<file path="config.mk">
export PLATFORM = sky130hd
export DESIGN_NAME = capture_period_to_rpm_top
export DESIGN_NICKNAME = d
export VERILOG_FILES = /design/src/rtl/cpr_pkg.sv /design/src/rtl/cpr_front.sv /design/src/rtl/cpr_queue.sv /design/src/rtl/cpr_back.sv /design/src/rtl/capture_period_to_rpm_top.sv
export SDC_FILE = /design/constraint.sdc
export NUM_CORES = 1
export LEC_CHECK = 0
export BUFFER_PORTS_ARGS = -buffer_cell sky130_fd_sc_hd__buf_2
export CORE_MARGIN = 3
export CORE_UTILIZATION = 50
export CTS_BUF_LIST = sky130_fd_sc_hd__clkbuf_8
export CTS_CLUSTER_DIAMETER = 40
export DETAILED_ROUTE_END_ITERATION = 10
export PLACE_DENSITY_LB_ADDON = 0.12
export SETUP_SLACK_MARGIN = 0.1
export SYNTH_ARGS = -nofsm -noshare
export SYNTH_HDL_FRONTEND = slang
export SYNTH_SLANG_ARGS = --single-unit
</file>
<file path="constraint.sdc">
create_clock -name clk -period 11.2 [get_ports clk]
set_clock_uncertainty 0.15 [all_clocks]
set_input_delay 0.56 -clock clk [delete_from_list [all_inputs] [get_ports clk]]
set_output_delay 0.56 -clock clk [all_outputs]
set_load 0.02 [all_outputs]
</file>
<file path="src/rtl/cpr_pkg.sv">
// ----------------------------------------------------------------------------
// cpr_pkg
// Shared constants and types of the capture period to rpm tachometer.
// ----------------------------------------------------------------------------
`default_nettype none

package cpr_pkg;

  // Width of the capture down-counter that is actually used.
  localparam int CNT_BITS = 16;

  localparam int CAPTURE_W = 16;
  localparam int LIMIT_W   = 16;
  localparam int TICKS_W   = 24;
  localparam int SPEED_W   = 8;

  // Configuration register indexes.
  localparam int CFG_IDX_W = 2;
  localparam logic [CFG_IDX_W-1:0] REG_EDGE_LIMIT   = 2'd0;
  localparam logic [CFG_IDX_W-1:0] REG_WINDOW_TICKS = 2'd1;
  localparam logic [CFG_IDX_W-1:0] REG_RPM_SCALE    = 2'd2;

  // Reset values of the configuration registers.
  localparam logic [LIMIT_W-1:0] EDGE_LIMIT_RST   = 16'd5000;
  localparam logic [TICKS_W-1:0] WINDOW_TICKS_RST = 24'd10000000;
  localparam logic [TICKS_W-1:0] RPM_SCALE_RST    = 24'd250000;

  // Job queue between the front and the divider.
  localparam int QUEUE_DEPTH = 2;
  localparam int QPTR_W      = $clog2(QUEUE_DEPTH);
  localparam int QCNT_W      = $clog2(QUEUE_DEPTH + 1);

  // Divider runs one quotient bit per cycle over the whole dividend.
  localparam int DIV_STEPS = TICKS_W;
  localparam int DCNT_W    = $clog2(DIV_STEPS);

  localparam logic [SPEED_W-1:0] SPEED_MAX = '1;

  typedef struct packed {
    logic [TICKS_W-1:0]  elapsed;
    logic [CNT_BITS-1:0] period;
    logic                done;
  } job_t;

endpackage

`default_nettype wire

</file>
<file path="src/rtl/cpr_front.sv">
// ----------------------------------------------------------------------------
// cpr_front
// Accepts capture transactions, tracks the edge state and builds jobs.
// ----------------------------------------------------------------------------
`default_nettype none

module cpr_front
  import cpr_pkg::*;
(
  input  wire logic                 clk,
  input  wire logic                 rst,
  input  wire logic                 in_valid,
  output      logic                 in_ready,
  input  wire logic [CAPTURE_W-1:0] capture_count,
  input  wire logic [LIMIT_W-1:0]   edge_limit,
  input  wire logic [TICKS_W-1:0]   window_ticks,
  input  wire logic                 q_full,
  output      logic                 q_push,
  output      job_t                 q_job
);

  logic [CNT_BITS-1:0] prev_capture;
  logic                have_prev;
  logic [TICKS_W-1:0]  elapsed_sum;
  logic [LIMIT_W-1:0]  edges_seen;
  logic                finished;

  logic                accept;
  logic                live;
  logic [CNT_BITS-1:0] cur;
  logic [CNT_BITS-1:0] period;
  logic [TICKS_W:0]    sum;
  logic [TICKS_W-1:0]  sum_sat;
  logic                reached;

  assign in_ready = !q_full;
  assign accept   = in_valid && in_ready;
  assign live     = !finished && (edges_seen < edge_limit);

  assign cur     = capture_count[CNT_BITS-1:0];
  assign period  = prev_capture - cur;
  assign sum     = {1'b0, elapsed_sum} + (TICKS_W+1)'(period);
  assign sum_sat = sum[TICKS_W] ? '1 : sum[TICKS_W-1:0];
  assign reached = sum_sat >= window_ticks;

  assign q_push        = accept && live && have_prev;
  assign q_job.elapsed = sum_sat;
  assign q_job.period  = period;
  assign q_job.done    = reached;

  always_ff @(posedge clk) begin
    if (rst) begin
      prev_capture <= '0;
      have_prev    <= 1'b0;
      elapsed_sum  <= '0;
      edges_seen   <= '0;
      finished     <= 1'b0;
    end else if (accept && live) begin
      edges_seen   <= edges_seen + 1'b1;
      prev_capture <= cur;
      have_prev    <= 1'b1;
      if (have_prev) begin
        elapsed_sum <= sum_sat;
        finished    <= reached;
      end
    end
  end

endmodule

`default_nettype wire

</file>
<file path="src/rtl/cpr_queue.sv">
// ----------------------------------------------------------------------------
// cpr_queue
// Short first-in first-out job queue between the front and the divider.
// ----------------------------------------------------------------------------
`default_nettype none

module cpr_queue
  import cpr_pkg::*;
(
  input  wire logic clk,
  input  wire logic rst,
  input  wire logic push,
  input  wire job_t push_job,
  output      logic full,
  input  wire logic pop,
  output      job_t head_job,
  output      logic empty
);

  job_t              slots [QUEUE_DEPTH];
  logic [QPTR_W-1:0] wr_ptr;
  logic [QPTR_W-1:0] rd_ptr;
  logic [QCNT_W-1:0] count;

  assign full     = count == QCNT_W'(QUEUE_DEPTH);
  assign empty    = count == '0;
  assign head_job = slots[rd_ptr];

  always_ff @(posedge clk) begin
    if (push) begin
      slots[wr_ptr] <= push_job;
    end
  end

  always_ff @(posedge clk) begin
    if (rst) begin
      wr_ptr <= '0;
      rd_ptr <= '0;
      count  <= '0;
    end else begin
      if (push) begin
        wr_ptr <= (wr_ptr == QPTR_W'(QUEUE_DEPTH - 1)) ? '0 : wr_ptr + 1'b1;
      end
      if (pop) begin
        rd_ptr <= (rd_ptr == QPTR_W'(QUEUE_DEPTH - 1)) ? '0 : rd_ptr + 1'b1;
      end
      if (push && !pop) begin
        count <= count + 1'b1;
      end else if (pop && !push) begin
        count <= count - 1'b1;
      end
    end
  end

endmodule

`default_nettype wire

</file>
<file path="src/rtl/cpr_back.sv">
// ----------------------------------------------------------------------------
// cpr_back
// Takes jobs from the queue, divides the scale by the period one bit per
// cycle and holds the finished result in an output register.
// ----------------------------------------------------------------------------
`default_nettype none

module cpr_back
  import cpr_pkg::*;
(
  input  wire logic               clk,
  input  wire logic               rst,
  input  wire logic [TICKS_W-1:0] rpm_scale,
  input  wire logic               q_empty,
  input  wire job_t               q_head,
  output      logic               q_pop,
  output      logic               out_valid,
  input  wire logic               out_ready,
  output      logic [TICKS_W-1:0] elapsed_ticks,
  output      logic [SPEED_W-1:0] speed_rpm,
  output      logic               speed_clipped,
  output      logic               window_done
);

  localparam logic [1:0] ST_IDLE = 2'd0;
  localparam logic [1:0] ST_DIV  = 2'd1;
  localparam logic [1:0] ST_LOAD = 2'd2;

  logic [1:0]          state;
  logic [DCNT_W-1:0]   step;
  logic [CNT_BITS-1:0] rem;
  logic [TICKS_W-1:0]  quo;
  logic [CNT_BITS-1:0] divisor;
  logic [TICKS_W-1:0]  job_elapsed;
  logic                job_done;
  logic                job_zero;

  logic [CNT_BITS:0]   trial;
  logic [CNT_BITS:0]   diff;
  logic                fits;
  logic                over;
  logic                out_free;

  // One restoring division step: bring down the next dividend bit.
  assign trial = {rem, quo[TICKS_W-1]};
  assign diff  = trial - {1'b0, divisor};
  assign fits  = trial >= {1'b0, divisor};
  assign over  = |quo[TICKS_W-1:SPEED_W];

  assign out_free = !out_valid || out_ready;
  assign q_pop    = (state == ST_IDLE) && !q_empty;

  always_ff @(posedge clk) begin
    unique case (state)
      ST_IDLE: begin
        job_elapsed <= q_head.elapsed;
        job_done    <= q_head.done;
        job_zero    <= q_head.period == '0;
        divisor     <= q_head.period;
        rem         <= '0;
        quo         <= rpm_scale;
        step        <= '0;
      end
      ST_DIV: begin
        rem  <= fits ? diff[CNT_BITS-1:0] : trial[CNT_BITS-1:0];
        quo  <= {quo[TICKS_W-2:0], fits};
        step <= step + 1'b1;
      end
      default: begin
      end
    endcase
  end

  always_ff @(posedge clk) begin
    if (rst) begin
      state     <= ST_IDLE;
      out_valid <= 1'b0;
    end else begin
      // A new result replaces a taken one in the same cycle.
      if (state == ST_LOAD && out_free) begin
        out_valid <= 1'b1;
      end else if (out_ready) begin
        out_valid <= 1'b0;
      end
      unique case (state)
        ST_IDLE: begin
          if (!q_empty) begin
            if (q_head.done || q_head.period == '0) begin
              state <= ST_LOAD;
            end else begin
              state <= ST_DIV;
            end
          end
        end
        ST_DIV: begin
          if (step == DCNT_W'(DIV_STEPS - 1)) begin
            state <= ST_LOAD;
          end
        end
        ST_LOAD: begin
          if (out_free) begin
            state <= ST_IDLE;
          end
        end
        default: begin
          state <= ST_IDLE;
        end
      endcase
    end
  end

  // Output register, loaded once the previous result has been taken.
  always_ff @(posedge clk) begin
    if (state == ST_LOAD && out_free) begin
      elapsed_ticks <= job_elapsed;
      window_done   <= job_done;
      priority if (job_done) begin
        speed_rpm     <= '0;
        speed_clipped <= 1'b0;
      end else if (job_zero || over) begin
        speed_rpm     <= SPEED_MAX;
        speed_clipped <= 1'b1;
      end else begin
        speed_rpm     <= quo[SPEED_W-1:0];
        speed_clipped <= 1'b0;
      end
    end
  end

endmodule

`default_nettype wire

</file>
<file path="src/rtl/capture_period_to_rpm_top.sv">
// ----------------------------------------------------------------------------
// capture_period_to_rpm_top
// Input capture tachometer: turns down-counter captures into rpm readings.
// ----------------------------------------------------------------------------
// Each capture transaction carries the down-counter value latched at one
// falling edge of the sensor. The first edge only primes the stored capture
// and gives no result; each later edge gives a period (previous minus
// current, modulo the counter size), adds it into a saturating elapsed tick
// sum and yields one result transaction with rpm_scale / period clipped at
// 255. The edge whose sum reaches window_ticks gives one last result with
// window_done set, and every later edge is accepted and dropped until reset,
// as are edges beyond edge_limit. The front takes a capture transaction
// whenever the two-entry job queue has room; priming and dropped edges
// make no job. A speed result is produced by a restoring divider that
// resolves one quotient bit per cycle: the job is taken from the queue head
// in the idle state, divided in 24 steps and loaded into the output register.
// Zero periods and the final window result skip the divider. The output
// register lets the divider start the next job while a result waits to be
// taken. Configuration registers are written through cfg_write, cfg_index
// and cfg_data; the user must do so only while the block is idle, which the
// block does not enforce. A write to an unknown index is ignored.
// ----------------------------------------------------------------------------
`default_nettype none

module capture_period_to_rpm_top
  import cpr_pkg::*;
(
  input  wire logic                 clk,
  input  wire logic                 rst,
  // Configuration write port.
  input  wire logic                 cfg_write,
  input  wire logic [CFG_IDX_W-1:0] cfg_index,
  input  wire logic [TICKS_W-1:0]   cfg_data,
  // Capture input channel.
  input  wire logic                 in_valid,
  output      logic                 in_ready,
  input  wire logic [CAPTURE_W-1:0] capture_count,
  // Result channel.
  output      logic                 out_valid,
  input  wire logic                 out_ready,
  output      logic [TICKS_W-1:0]   elapsed_ticks,
  output      logic [SPEED_W-1:0]   speed_rpm,
  output      logic                 speed_clipped,
  output      logic                 window_done
);

  logic [LIMIT_W-1:0] edge_limit;
  logic [TICKS_W-1:0] window_ticks;
  logic [TICKS_W-1:0] rpm_scale;

  logic q_push;
  logic q_pop;
  logic q_full;
  logic q_empty;
  job_t q_in_job;
  job_t q_head;

  // Configuration registers. Each is cut to its own width on a write.
  always_ff @(posedge clk) begin
    if (rst) begin
      edge_limit   <= EDGE_LIMIT_RST;
      window_ticks <= WINDOW_TICKS_RST;
      rpm_scale    <= RPM_SCALE_RST;
    end else if (cfg_write) begin
      unique case (cfg_index)
        REG_EDGE_LIMIT:   edge_limit   <= cfg_data[LIMIT_W-1:0];
        REG_WINDOW_TICKS: window_ticks <= cfg_data;
        REG_RPM_SCALE:    rpm_scale    <= cfg_data;
        default: begin
        end
      endcase
    end
  end

  // The front owns all edge state and decides at accept time whether an
  // edge makes a job, so the queue only ever holds results to be produced.
  cpr_front u_front (
    .clk           (clk),
    .rst           (rst),
    .in_valid      (in_valid),
    .in_ready      (in_ready),
    .capture_count (capture_count),
    .edge_limit    (edge_limit),
    .window_ticks  (window_ticks),
    .q_full        (q_full),
    .q_push        (q_push),
    .q_job         (q_in_job)
  );

  cpr_queue u_queue (
    .clk      (clk),
    .rst      (rst),
    .push     (q_push),
    .push_job (q_in_job),
    .full     (q_full),
    .pop      (q_pop),
    .head_job (q_head),
    .empty    (q_empty)
  );

  cpr_back u_back (
    .clk           (clk),
    .rst           (rst),
    .rpm_scale     (rpm_scale),
    .q_empty       (q_empty),
    .q_head        (q_head),
    .q_pop         (q_pop),
    .out_valid     (out_valid),
    .out_ready     (out_ready),
    .elapsed_ticks (elapsed_ticks),
    .speed_rpm     (speed_rpm),
    .speed_clipped (speed_clipped),
    .window_done   (window_done)
  );

endmodule

`default_nettype wire

</file>
==> results of run 1 <==
per-layer routing:
metal,vias up,share of wire (%),global-route usage [%]
li1,5670,-,-
met5,-,0,0
met2,269,45,33.3
met3,71,4.6,3.55
met4,0,1.9,5.58
met1,5400,48,31.2
where the power goes:
part	internal [mW]	switching [mW]
Combinational	0.460	0.808
Sequential	1.67	0.111
Clock	0.668	0.512
Total	2.80	1.43
final cells by class:
class	instances	area (um^2)	area share (%)
multi-input cells	1033	6640	36.9
inverters	107	404	2.25
well taps	396	495	2.75
clock inverters	44	323	1.79
flip-flops and latches	333	8700	48.3
clock buffers	70	963	5.35
repair buffers	90	473	2.63
state kept, by name (all words and copies together) (netlist names), 2 cells and up, named ones only:
register and count:
u_queue.slots 82, rpm_scale 24, u_back.elapsed_ticks 24, u_back.job_elapsed 24, u_back.quo 24, u_front.elapsed_sum 24
window_ticks 24, edge_limit 16, u_back.divisor 16, u_back.rem 16, u_front.edges_seen 16, u_front.prev_capture 16
u_back.speed_rpm 8, u_back.step 5, u_back.state 2, u_queue.count 2
through the flow:
stage / instances / setup WS (ns) / util, % / power (mW)
2_1_floorplan: 1534 / 5.36 / - / 2.70
3_3_place_gp: 1959 / 4.75 / 53.8 / 3.04
3_5_place_dp: 1959 / 4.52 / 53.8 / 3.07
4_1_cts: 2073 / 4.83 / 57.9 / 4.27
5_1_grt: 2073 / 4.21 / 57.9 / 4.49
6_report: 2073 / 4.78 / 57.9 / 4.23
layout by cell type (no fill, tap or decap), types with 5 or more instances in the layout:
master and count:
sky130_fd_sc_hd__dfxtp_1 129, sky130_fd_sc_hd__edfxtp_1 203, sky130_fd_sc_hd__xor2_1 23, sky130_fd_sc_hd__a211o_1 5, sky130_fd_sc_hd__o21ai_0 54, sky130_fd_sc_hd__o211ai_1 15
sky130_fd_sc_hd__nor2b_1 8, sky130_fd_sc_hd__nand4b_1 5, sky130_fd_sc_hd__nand2b_1 11, sky130_fd_sc_hd__o31ai_1 5, sky130_fd_sc_hd__or2_2 6, sky130_fd_sc_hd__nand2_1 241
sky130_fd_sc_hd__or3_1 7, sky130_fd_sc_hd__nor3_1 22, sky130_fd_sc_hd__ha_1 89, sky130_fd_sc_hd__xnor2_1 21, sky130_fd_sc_hd__clkbuf_8 70, sky130_fd_sc_hd__nand3_1 52
sky130_fd_sc_hd__a311oi_1 6, sky130_fd_sc_hd__nor2_1 106, sky130_fd_sc_hd__buf_4 9, sky130_fd_sc_hd__a211oi_1 15, sky130_fd_sc_hd__a21oi_1 117, sky130_fd_sc_hd__and4_1 7
sky130_fd_sc_hd__inv_1 130, sky130_fd_sc_hd__o21bai_1 6, sky130_fd_sc_hd__mux2i_1 12, sky130_fd_sc_hd__a21boi_0 5, sky130_fd_sc_hd__a31oi_1 7, sky130_fd_sc_hd__clkinvlp_4 6
sky130_fd_sc_hd__and3_1 11, sky130_fd_sc_hd__a21o_1 23, sky130_fd_sc_hd__nand4_1 8, sky130_fd_sc_hd__buf_2 81, sky130_fd_sc_hd__and2_1 5, sky130_fd_sc_hd__mux2_2 49
sky130_fd_sc_hd__o21a_1 13, sky130_fd_sc_hd__nor4_1 14
cell families (layout without fill, tap and decap cells):
kind of cell    count (synthesis)  after routing  share of synthesized area (%)
mux                            61             61                           4.21
compound gates                306            306                           12.3
buf+inv                       168            311                           4.19
flops                         333            333                           54.4
simple gates                  530            530                           15.1
xor+xnor                       44             44                           2.41
fa+ha+maj                      92             92                           7.35
synth_stat cells, types with 21 or more instances:
library cell and number:
sky130_fd_sc_hd__mux2_2 49, sky130_fd_sc_hd__nor2_1 108, sky130_fd_sc_hd__edfxtp_1 203, sky130_fd_sc_hd__nor3_1 22
sky130_fd_sc_hd__a21o_1 23, sky130_fd_sc_hd__nand2_1 241, sky130_fd_sc_hd__a21oi_1 117, sky130_fd_sc_hd__xor2_1 23
sky130_fd_sc_hd__inv_1 106, sky130_fd_sc_hd__ha_1 89, sky130_fd_sc_hd__xnor2_1 21, sky130_fd_sc_hd__clkbuf_1 41
sky130_fd_sc_hd__nand3_1 52, sky130_fd_sc_hd__dfxtp_1 130, sky130_fd_sc_hd__o21ai_0 54
worst paths after layout:
| path | endpoint | slack (ns) | depth (start not counted) |
|---|---|---|---|
| min | rpm_scale[17]$_SDFFE_PP1P_ | 0.05 | 3 |
| max reg2reg | u_front.finished$_SDFFE_PP0P_ | 4.78 | 27 |
| min reg2reg | u_back.elapsed_ticks[8]$_DFFE_PP_ | 0.27 | 0 |
| max | u_front.finished$_SDFFE_PP0P_ | 4.78 | 27 |
critical path: stages (launching register included):
cell	delay, ns
sky130_fd_sc_hd__dfxtp_1	0.31
sky130_fd_sc_hd__inv_1	0.05
sky130_fd_sc_hd__ha_1	0.15
sky130_fd_sc_hd__inv_1	0.06
sky130_fd_sc_hd__fa_1	0.39
sky130_fd_sc_hd__a21o_1	0.19
sky130_fd_sc_hd__a21oi_1	0.23
sky130_fd_sc_hd__o21bai_1	0.11
sky130_fd_sc_hd__a31oi_1	0.23
sky130_fd_sc_hd__o21ai_0	0.23
sky130_fd_sc_hd__or4b_1	0.55
sky130_fd_sc_hd__nand3_1	0.16
sky130_fd_sc_hd__ha_1	0.33
sky130_fd_sc_hd__a21oi_1	0.20
sky130_fd_sc_hd__o21ai_0	0.21
sky130_fd_sc_hd__o21bai_1	0.21
sky130_fd_sc_hd__a21oi_1	0.20
sky130_fd_sc_hd__o21ai_1	0.21
sky130_fd_sc_hd__and3_1	0.24
sky130_fd_sc_hd__o21ai_0	0.28
sky130_fd_sc_hd__ha_1	0.31
sky130_fd_sc_hd__a21o_1	0.18
sky130_fd_sc_hd__a21o_1	0.17
sky130_fd_sc_hd__a211oi_1	0.22
sky130_fd_sc_hd__o31ai_1	0.13
sky130_fd_sc_hd__a211oi_1	0.29
sky130_fd_sc_hd__a21oi_1	0.16
sky130_fd_sc_hd__a22o_1	0.19
==> metrics.log, run 1 <==
[metrics] Avg WL per Cell: 17.6 um
[metrics] Syn Area/Cell: 10.4 um^2
[metrics] final period demand of the worst path: 6.42 ns
[metrics] pin count of the biggest net entering global routing: 67
[metrics] clock tree from TritonCTS: done
[metrics] count of maximum capacitance violations: 0
[metrics] number of unique standard cell types used by synthesis: 75
[metrics] io pins: 83
[metrics] Starting Density: 51.4%
[metrics] vias in the first global route: 10,900
[metrics] Setup TNS Final: 0 ns
[metrics] RSZ-0062 raised after global routing: false
[metrics] DR vias: 11,400
[metrics] async set-reset flop share out of synthesis: 0%
[metrics] max-slew violation count: 0
[metrics] First DRT Iteration DRCs: 802
[metrics] static leakage power: 7.30 nW
[metrics] measured slew at the worst slew-check pin: 1.25 ns
[metrics] number of antenna violations at the first check in global routing: 0
[metrics] Area contributors post-synth: sky130_fd_sc_hd__edfxtp_1, sky130_fd_sc_hd__dfxtp_1, sky130_fd_sc_hd__ha_1
[metrics] predominant post-synthesis flop cell: sky130_fd_sc_hd__edfxtp_1
[metrics] Post-DP Area: 16,700 um^2
[metrics] upper clock frequency limit: 156 MHz
[metrics] RR Startpoint: u_front.prev_capture[0]$_SDFFE_PP0P_
[metrics] post-synthesis cell type with the largest combined area: sky130_fd_sc_hd__edfxtp_1
[metrics] Max IR drop VDD: 0.000191 V
[metrics] P per Cell Area: 235 nW/um^2
[metrics] CTS buffer count: 61
[metrics] global placer's final weighted congestion: 0.851
[metrics] overflow left after global routing: 0
[metrics] overall routed net length: 36,500 um
[metrics] total die area: 34,100 um^2
[metrics] count of hold buffers inserted by post-cts repair: 0
[metrics] top cell type's share of synthesized area: 38.2%
[metrics] antenna violation net count after detailed routing: 0
[metrics] post-cts repair resize count: 0
[metrics] Post-synth EDFFs: 203
[metrics] gate count of the mapped netlist: 1,534
[metrics] TritonRoute pass-1 iters: 5
[metrics] summed area of non-filler cells in the final layout: 18,000 um^2
[metrics] Synth Warn #: 0
[metrics] core footprint: 31,100 um^2
[metrics] final hold violation count: 0
[metrics] nature of the critical path endpoint: flop
[metrics] Final setup violation count: 0
[metrics] maximum net fanout on the critical path: 8
[metrics] vertical die dimension: 185 um
[metrics] class of the most critical setup path: flop to flop
[metrics] Syn Nets: 1,673
[metrics] Area growth syn-to-layout: 12.7%
[metrics] number of buffers on the longest clock path: 3
[metrics] mean number of vias per cell: 5.50
[metrics] Core Rows: 64
[metrics] post-synthesis register bit count: 333
[metrics] worst skew pair latency: 0.60 ns
[metrics] Hold WC Path Type: input pin to flop
[metrics] Crit path required time: 11.54 ns
[metrics] clk root buf: sky130_fd_sc_hd__clkbuf_8
[metrics] sequential cell area fraction in the yosys report: 54.4%
[metrics] maximum level of the CTS H-tree: 2
[metrics] worst hold margin: 0.0486 ns
[metrics] relative max-transition margin: 16.1%
[metrics] CTS Sinks: 333
[metrics] number of fillers in the final layout: 2,762
[metrics] first-pass GRT wire length: 58,200 um
[metrics] share of the clock period used by the worst path after layout: 57.3%
[metrics] Hold Path Origin: cfg_data[17]
[metrics] arrival time at the worst endpoint: 6.76 ns
[metrics] number of buffers added on ports: 82
[metrics] antenna diode count: 0
[metrics] final net count: 1,765
[metrics] overall routing resource usage: 21.4%
[metrics] setup repair bufs after CTS: 0
[metrics] fraction of final layout cells sized beyond drive strength 1: 15.1%
[metrics] outcome: finished clean
[metrics] final routed DRC violation total: 0
[metrics] element type at the critical path start: flop
[metrics] synthesized area: 16,000 um^2
[metrics] clock-pin transition on the worst setup and hold timing paths: 0.06 ns
[metrics] crit path launch: u_front.prev_capture[0]$_SDFFE_PP0P_
[metrics] width of the chip: 185 um
[metrics] estimated wirelength of the detail-placed design: 25,600 um
Power figures use the tool's default switching activity.
==> run 2: changes to the inputs <==
==> constraint.sdc (replaced) <==
create_clock -name clk -period 5.3 [get_ports clk]
set_clock_uncertainty 0.15 [all_clocks]
set_input_delay 0.265 -clock clk [delete_from_list [all_inputs] [get_ports clk]]
set_output_delay 0.265 -clock clk [all_outputs]
set_load 0.02 [all_outputs]
==> metrics.log, run 2 (synthesis results as in run 1) <==
[metrics] logic gate share of total power: 33.2% (+3.2 points)
[metrics] setup slack of the critical path after layout: 0.0771 ns (-4.70 ns)
[metrics] number of buffers on the longest clock path: 3 (unchanged)
[metrics] proportion of power drawn by flip-flops and latches: 41.0% (-1.1 points)
[metrics] number of antenna violations at the first check in global routing: 0 (unchanged)
[metrics] count of maximum capacitance violations: 0 (unchanged)
[metrics] Critical Path Max Stage Delay: 0.52 ns (-0.03 ns)
[metrics] Int Power: 6.08 mW (+120%)
[metrics] width of the chip: 185 um (unchanged)
[metrics] Setup TNS Final: 0 ns (unchanged)
[metrics] upper clock frequency limit: 191 MHz (+23%)
[metrics] antenna diode count: 0 (unchanged)
[metrics] static leakage power: 7.84 nW (+7.4%)
[metrics] most frequent cell on the critical path: sky130_fd_sc_hd__o21ai_2
[metrics] overall routed net length: 39,600 um (+8.3%)
[metrics] maximum level of the CTS H-tree: 2 (unchanged)
[metrics] pin count of the biggest net entering global routing: 64 (-4.5%)
[metrics] buffers and inverters on the worst path: 2 (unchanged)
[metrics] First DRT Iteration DRCs: 809 (+0.87%)
[metrics] Post-DP Area: 17,300 um^2 (+3.5%)
[metrics] final net count: 1,885 (+6.8%)
[metrics] overall routing resource usage: 23.0% (+1.7 points)
[metrics] Avg WL per Cell: 18.1 um (+2.5%)
[metrics] P per Cell Area: 480 nW/um^2 (+100%)
[metrics] io pins: 83 (unchanged)
[metrics] final routed DRC violation total: 0 (unchanged)
[metrics] vias in the first global route: 11,800 (+8.4%)
[metrics] overall power after layout: 9.23 mW (+120%)
[metrics] family of cells with the greatest summed delay on the critical path: compound AO/OA/AOI/OAI gates
[metrics] worst skew pair latency: 0.62 ns (+0.02 ns)
[metrics] relative max-transition margin: 21.2% (+5.1 points)
[metrics] final period demand of the worst path: 5.22 ns (-1.20 ns)
[metrics] clk root buf: sky130_fd_sc_hd__clkbuf_8
[metrics] arrival time at the worst endpoint: 5.59 ns (-1.17 ns)
[metrics] most frequent cells in the layout: sky130_fd_sc_hd__nand2_1, sky130_fd_sc_hd__edfxtp_1, sky130_fd_sc_hd__dfxtp_1
[metrics] total die area: 34,100 um^2 (unchanged)
[metrics] maximum net fanout on the critical path: 4 (-4)
[metrics] nature of the critical path endpoint: flop
[metrics] Area growth syn-to-layout: 20.3%
[metrics] CTS Sinks: 333 (unchanged)
[metrics] core footprint: 31,100 um^2 (unchanged)
[metrics] final hold violation count: 0 (unchanged)
[metrics] first-pass GRT wire length: 62,200 um (+6.9%)
[metrics] clock network fraction of design power: 25.9% (-2.0 points)
[metrics] share of the clock period used by the worst path after layout: 98.5% (+41 points)
[metrics] switching share of power: 34.2% (+0.32 points)
[metrics] measured slew at the worst slew-check pin: 1.17 ns (-0.0868 ns)
[metrics] Hold WC Path Type: input pin to flop
[metrics] Final setup violation count: 0 (unchanged)
[metrics] outcome: finished clean
[metrics] most common cell after layout, fill and taps aside: sky130_fd_sc_hd__nand2_1
[metrics] fraction of final layout cells sized beyond drive strength 1: 21.6% (+6.5 points)
[metrics] number of fillers in the final layout: 2,631 (-4.7%)
[metrics] max-slew violation count: 0 (unchanged)
[metrics] RSZ-0062 raised after global routing: true
[metrics] Most flops, register: u_queue.slots
[metrics] master of the slowest instance on the critical path: sky130_fd_sc_hd__or4b_1
[metrics] CTS buffer count: 57 (-6.6%)
[metrics] mean number of vias per cell: 5.50 (about the same)
[metrics] Crit path required time: 5.66 ns (-5.88 ns)
[metrics] number of buffers added on ports: 82 (unchanged)
[metrics] element type at the critical path start: flop
[metrics] clock tree from TritonCTS: done
[metrics] net switching power: 3.15 mW (+120%)
[metrics] TritonRoute pass-1 iters: 5 (unchanged)
[metrics] Max IR drop VDD: 0.000308 V (+61%)
[metrics] estimated wirelength of the detail-placed design: 27,600 um (+7.8%)
[metrics] summed area of non-filler cells in the final layout: 19,200 um^2 (+6.8%)
[metrics] vertical die dimension: 185 um (unchanged)
[metrics] global placer's final weighted congestion: 0.934 (+9.8%)
[metrics] Core Rows: 64 (unchanged)
[metrics] class of the most critical setup path: flop to flop
[metrics] Starting Density: 51.4% (unchanged)
[metrics] DR vias: 12,000 (+5.6%)
[metrics] Largest register FFs: 82 (unchanged)
[metrics] clock-pin transition on the worst setup and hold timing paths: 0.06 ns (about the same)
[metrics] pre-CTS WS: -0.244 ns (-4.76 ns)
[metrics] overflow left after global routing: 0 (unchanged)
[metrics] antenna violation net count after detailed routing: 0 (unchanged)
-- run 2: final cells by class --
| cell class | instances | area, um^2 | share of cell area (%) |
|---|---|---|---|
| Tap cell | 396 | 495 | 2.58 |
| Sequential cell | 333 | 8700 | 45.3 |
| Multi-Input combinational cell | 1034 | 6910 | 35.9 |
| Inverter | 107 | 404 | 2.10 |
| Clock buffer | 67 | 922 | 4.80 |
| Clock inverter | 40 | 278 | 1.45 |
| Timing Repair Buffer | 213 | 1510 | 7.86 |
-- run 2: per-layer routing --
layer	track usage [%]	wire [um]
met1	31.7	18000
met2	37.2	18300
met3	4.34	2280
met4	7.26	1000
met5	0	0
-- run 2: power by group through the flow --
stage	Combinational [mW]	Sequential, mW	Clock [mW]
after CTS	2.99	3.78	2.44
after floorplan	1.89	3.83	0
after global placement	2.84	3.82	0
final	3.06	3.78	2.39
after detailed placement	2.89	3.83	0
after global routing	3.38	3.84	2.57
-- run 2: per-stage QoR --
stage	instances	utilization [%]	hold WS (ns)
2_1_floorplan	1534	-	0.239
3_3_place_gp	2028	55.7	0.252
3_5_place_dp	2028	55.7	0.255
4_1_cts	2182	61.2	0.00480
5_1_grt	2190	61.9	0.0442
6_report	2190	61.9	0.0517
-- run 2: worst paths after layout --
| check | slack (ns) | start | endpoint | cells past startpoint |
|---|---|---|---|---|
| min reg2reg | 0.27 | u_back.job_elapsed[3]$_DFFE_PP_ | u_back.elapsed_ticks[3]$_DFFE_PP_ | 0 |
| max | 0.08 | u_front.prev_capture[0]$_SDFFE_PP0P_ | u_front.finished$_SDFFE_PP0P_ | 27 |
| max reg2reg | 0.08 | u_front.prev_capture[0]$_SDFFE_PP0P_ | u_front.finished$_SDFFE_PP0P_ | 27 |
| min | 0.05 | rst | u_front.have_prev$_SDFFE_PP0P_ | 2 |
-- run 2: repair_timing --
item | in CTS | in global routing
endpoints found under the hold margin | 82 | 0
cloned | 1 | 0
setup buffers | 5 | 8
gates resized for setup | 22 | 31
hold buffers | 41 | 0
endpoints found under the setup margin | 3 | 3
pin swaps | 23 | 37
==> run 3: changes to the inputs <==
--- a/config.mk
+++ b/config.mk
@@ -7,7 +7,7 @@
 export LEC_CHECK = 0
 export BUFFER_PORTS_ARGS = -buffer_cell sky130_fd_sc_hd__buf_2
 export CORE_MARGIN = 3
-export CORE_UTILIZATION = 50
+export CORE_UTILIZATION = 49
 export CTS_BUF_LIST = sky130_fd_sc_hd__clkbuf_8
 export CTS_CLUSTER_DIAMETER = 40
 export DETAILED_ROUTE_END_ITERATION = 10
==> metrics.log, run 3 (synthesis results as in run 1) <==
[metrics] first-pass GRT wire length: 63,100 um (+1.5%)
[metrics] measured slew at the worst slew-check pin: 1.21 ns (+0.0474 ns)
[metrics] number of antenna violations at the first check in global routing: 0 (unchanged)
[metrics] switching share of power: 33.7% (-0.43 points)
[metrics] Hold Path Origin: cfg_index[0]
[metrics] most frequent cells in the layout: sky130_fd_sc_hd__nand2_1, sky130_fd_sc_hd__edfxtp_1, sky130_fd_sc_hd__dfxtp_1
[metrics] clock network fraction of design power: 26.8% (+0.9 points)
[metrics] static leakage power: 8.01 nW (+2.2%)
[metrics] number of fillers in the final layout: 2,770 (+5.3%)
[metrics] final routed DRC violation total: 0 (unchanged)
[metrics] fraction of final layout cells sized beyond drive strength 1: 22.0% (+0.38 points)
[metrics] RR Startpoint: u_front.prev_capture[0]$_SDFFE_PP0P_
[metrics] nature of the critical path endpoint: flop
[metrics] share of the clock period used by the worst path after layout: 99.6% (+1.1 points)
[metrics] clock-pin transition on the worst setup and hold timing paths: 0.06 ns (about the same)
[metrics] Reg-to-Reg End: u_front.finished$_SDFFE_PP0P_
[metrics] Crit path required time: 5.66 ns (about the same)
[metrics] storage element area: 8700 um^2 (unchanged)
[metrics] Largest register FFs: 82 (unchanged)
[metrics] worst skew pair latency: 0.62 ns (about the same)
[metrics] relative max-transition margin: 19.1% (-2.1 points)
[metrics] RSZ-0062 raised after global routing: true
[metrics] Starting Density: 50.1% (-1.3 points)
[metrics] mean number of vias per cell: 5.36 (-2.6%)
[metrics] buffers and inverters on the worst path: 5 (+3)
[metrics] Area growth syn-to-layout: 22.1%
[metrics] Hold Path Cell Cnt: 5 (+3)
[metrics] clk root buf: sky130_fd_sc_hd__clkbuf_8
[metrics] arrival time at the worst endpoint: 5.64 ns (+0.05 ns)
[metrics] area used by multi-input combinational logic: 6870 um^2 (-0.53%)
[metrics] pre-CTS WS: -0.159 ns (+0.0846 ns)
[metrics] Most flops, register: u_queue.slots
[metrics] overall routing resource usage: 22.5% (-0.59 points)
[metrics] most common cell after layout, fill and taps aside: sky130_fd_sc_hd__nand2_1
[metrics] overflow left after global routing: 0 (unchanged)
[metrics] CTS Sinks: 333 (unchanged)
[metrics] vertical die dimension: 187 um (+0.98%)
[metrics] Core Rows: 65 (+1.6%)
[metrics] antenna violation net count after detailed routing: 0 (unchanged)
[metrics] family of cells with the greatest summed delay on the critical path: compound AO/OA/AOI/OAI gates
[metrics] TritonRoute pass-1 iters: 5 (unchanged)
[metrics] Setup TNS Final: 0 ns (unchanged)
[metrics] max-slew violation count: 0 (unchanged)
[metrics] count of maximum capacitance violations: 0 (unchanged)
[metrics] Hold WC Path Type: input pin to flop
[metrics] global placer's final weighted congestion: 0.891 (-4.6%)
[metrics] number of buffers on the longest clock path: 3 (unchanged)
[metrics] Final setup violation count: 0 (unchanged)
[metrics] estimated wirelength of the detail-placed design: 27,700 um (+0.42%)
[metrics] antenna diode count: 0 (unchanged)
[metrics] clock tree from TritonCTS: done
[metrics] final period demand of the worst path: 5.28 ns (+0.0561 ns)
[metrics] outcome: finished clean
[metrics] logic gate share of total power: 33.3% (about the same)
[metrics] setup slack of the critical path after layout: 0.0210 ns (-0.0561 ns)
[metrics] depth of the worst register-to-register path: 28 (+3.7%)
[metrics] total die area: 34,800 um^2 (+2.0%)
[metrics] class of the most critical setup path: input pin to flop
[metrics] final net count: 1,912 (+1.4%)
[metrics] First DRT Iteration DRCs: 911 (+13%)
[metrics] Int Power: 6.25 mW (+2.8%)
[metrics] maximum net fanout on the critical path: 4 (unchanged)
[metrics] element type at the critical path start: input pin
[metrics] Core Util, Final: 61.2% (-0.66 points)
[metrics] end point of the worst hold path: edge_limit[10]$_SDFFE_PP0P_
[metrics] core footprint: 31,900 um^2 (+2.6%)
[metrics] width of the chip: 187 um (+0.98%)
[metrics] master of the slowest instance on the critical path: sky130_fd_sc_hd__dlygate4sd3_1
[metrics] non-filler instance count after layout: 2,257 (+3.1%)
[metrics] overall routed net length: 40,000 um (+1.0%)
[metrics] CTS buffer count: 57 (unchanged)
[metrics] DR vias: 12,100 (+0.41%)
[metrics] upper clock frequency limit: 189 MHz (-1.1%)
[metrics] total instance count after detailed placement: 2,069 (+2.0%)
[metrics] Max IR drop VDD: 0.000303 V (-1.6%)
[metrics] Critical Path Max Stage Delay: 0.53 ns (about the same)
[metrics] pin count of the biggest net entering global routing: 61 (-4.7%)
[metrics] net switching power: 3.18 mW (+0.83%)
[metrics] r2r setup slk: 0.03 ns (-0.05 ns)
[metrics] final hold violation count: 0 (unchanged)
[metrics] proportion of power drawn by flip-flops and latches: 39.9% (-1.1 points)
[metrics] number of buffers added on ports: 82 (unchanged)
[metrics] maximum level of the CTS H-tree: 2 (unchanged)
[metrics] Avg WL per Cell: 17.7 um (-2.0%)
[metrics] P per Cell Area: 483 nW/um^2 (+0.59%)
[metrics] vias in the first global route: 11,900 (+0.92%)
[metrics] io pins: 83 (unchanged)
## run 3: power by group through the flow
stage	Clock (mW)	Sequential (mW)	Combinational, mW
4_1_cts	2.58	3.76	3.03
6_report	2.53	3.76	3.14
3_5_place_dp	0	3.81	2.92
5_1_grt	2.70	3.82	3.46
3_3_place_gp	0	3.79	2.87
2_1_floorplan	0	3.83	1.89
## run 3: worst max-delay path by stage
stage	startpoint	to	slack (ns)	depth (start not counted)
2_1_floorplan	u_front.prev_capture[0]$_SDFFE_PP0P_	u_front.finished$_SDFFE_PP0P_	0.14	28
3_3_place_gp	capture_count[1]	u_front.finished$_SDFFE_PP0P_	-0.03	27
3_5_place_dp	capture_count[0]	u_front.finished$_SDFFE_PP0P_	-0.16	27
4_1_cts	u_front.prev_capture[0]$_SDFFE_PP0P_	u_front.finished$_SDFFE_PP0P_	0.10	27
5_1_grt	u_front.prev_capture[0]$_SDFFE_PP0P_	u_front.finished$_SDFFE_PP0P_	-0.20	28
6_report	capture_count[1]	u_front.finished$_SDFFE_PP0P_	0.02	29
## run 3: per-stage QoR
stage               area [um^2]  total power [mW]  hold slack (ns)
global placement          17300              6.66            0.254
finish                    19500              9.43           0.0692
floorplan                 16000              5.72            0.239
CTS                       19300              9.37           0.0279
global route              19500              9.98           0.0602
detailed placement        17300              6.73            0.255
## run 3: per-layer routing
metal,global-route usage (%),share of wire (%),vias to the layer above,wire [um]
li1,-,-,5959,-
met3,3.74,5.0,46,2000
met5,0,0,-,0
met4,5.52,1.8,0,702
met2,36.9,47,261,18900
met1,31.3,46,5831,18400
## run 3: timing repair
| item | in CTS | in global routing |
|---|---|---|
| resized for setup | 24 | 23 |
| setup buffers | 19 | 16 |
| cloned | 1 | 0 |
| setup endpoints to repair | 3 | 5 |
| pin swaps | 29 | 33 |
| hold buffers | 44 | 0 |
| endpoints found under the hold margin | 93 | 0 |
## run 3: area by class of cell
cell class	instances	share of cell area (%)
clock buffers	65	4.58
clock inverters	43	1.93
inverters	107	2.08
multi-input cells	1034	35.2
flip-flops and latches	333	44.6
well taps	435	2.79
repair buffers	240	8.80
## run 3: worst min-delay path, stage by stage
cell and delay (ns):
sky130_fd_sc_hd__buf_2 0.13, sky130_fd_sc_hd__nor3b_2 0.06, sky130_fd_sc_hd__buf_4 0.20, sky130_fd_sc_hd__nand2_1 0.09
sky130_fd_sc_hd__a21oi_1 0.05
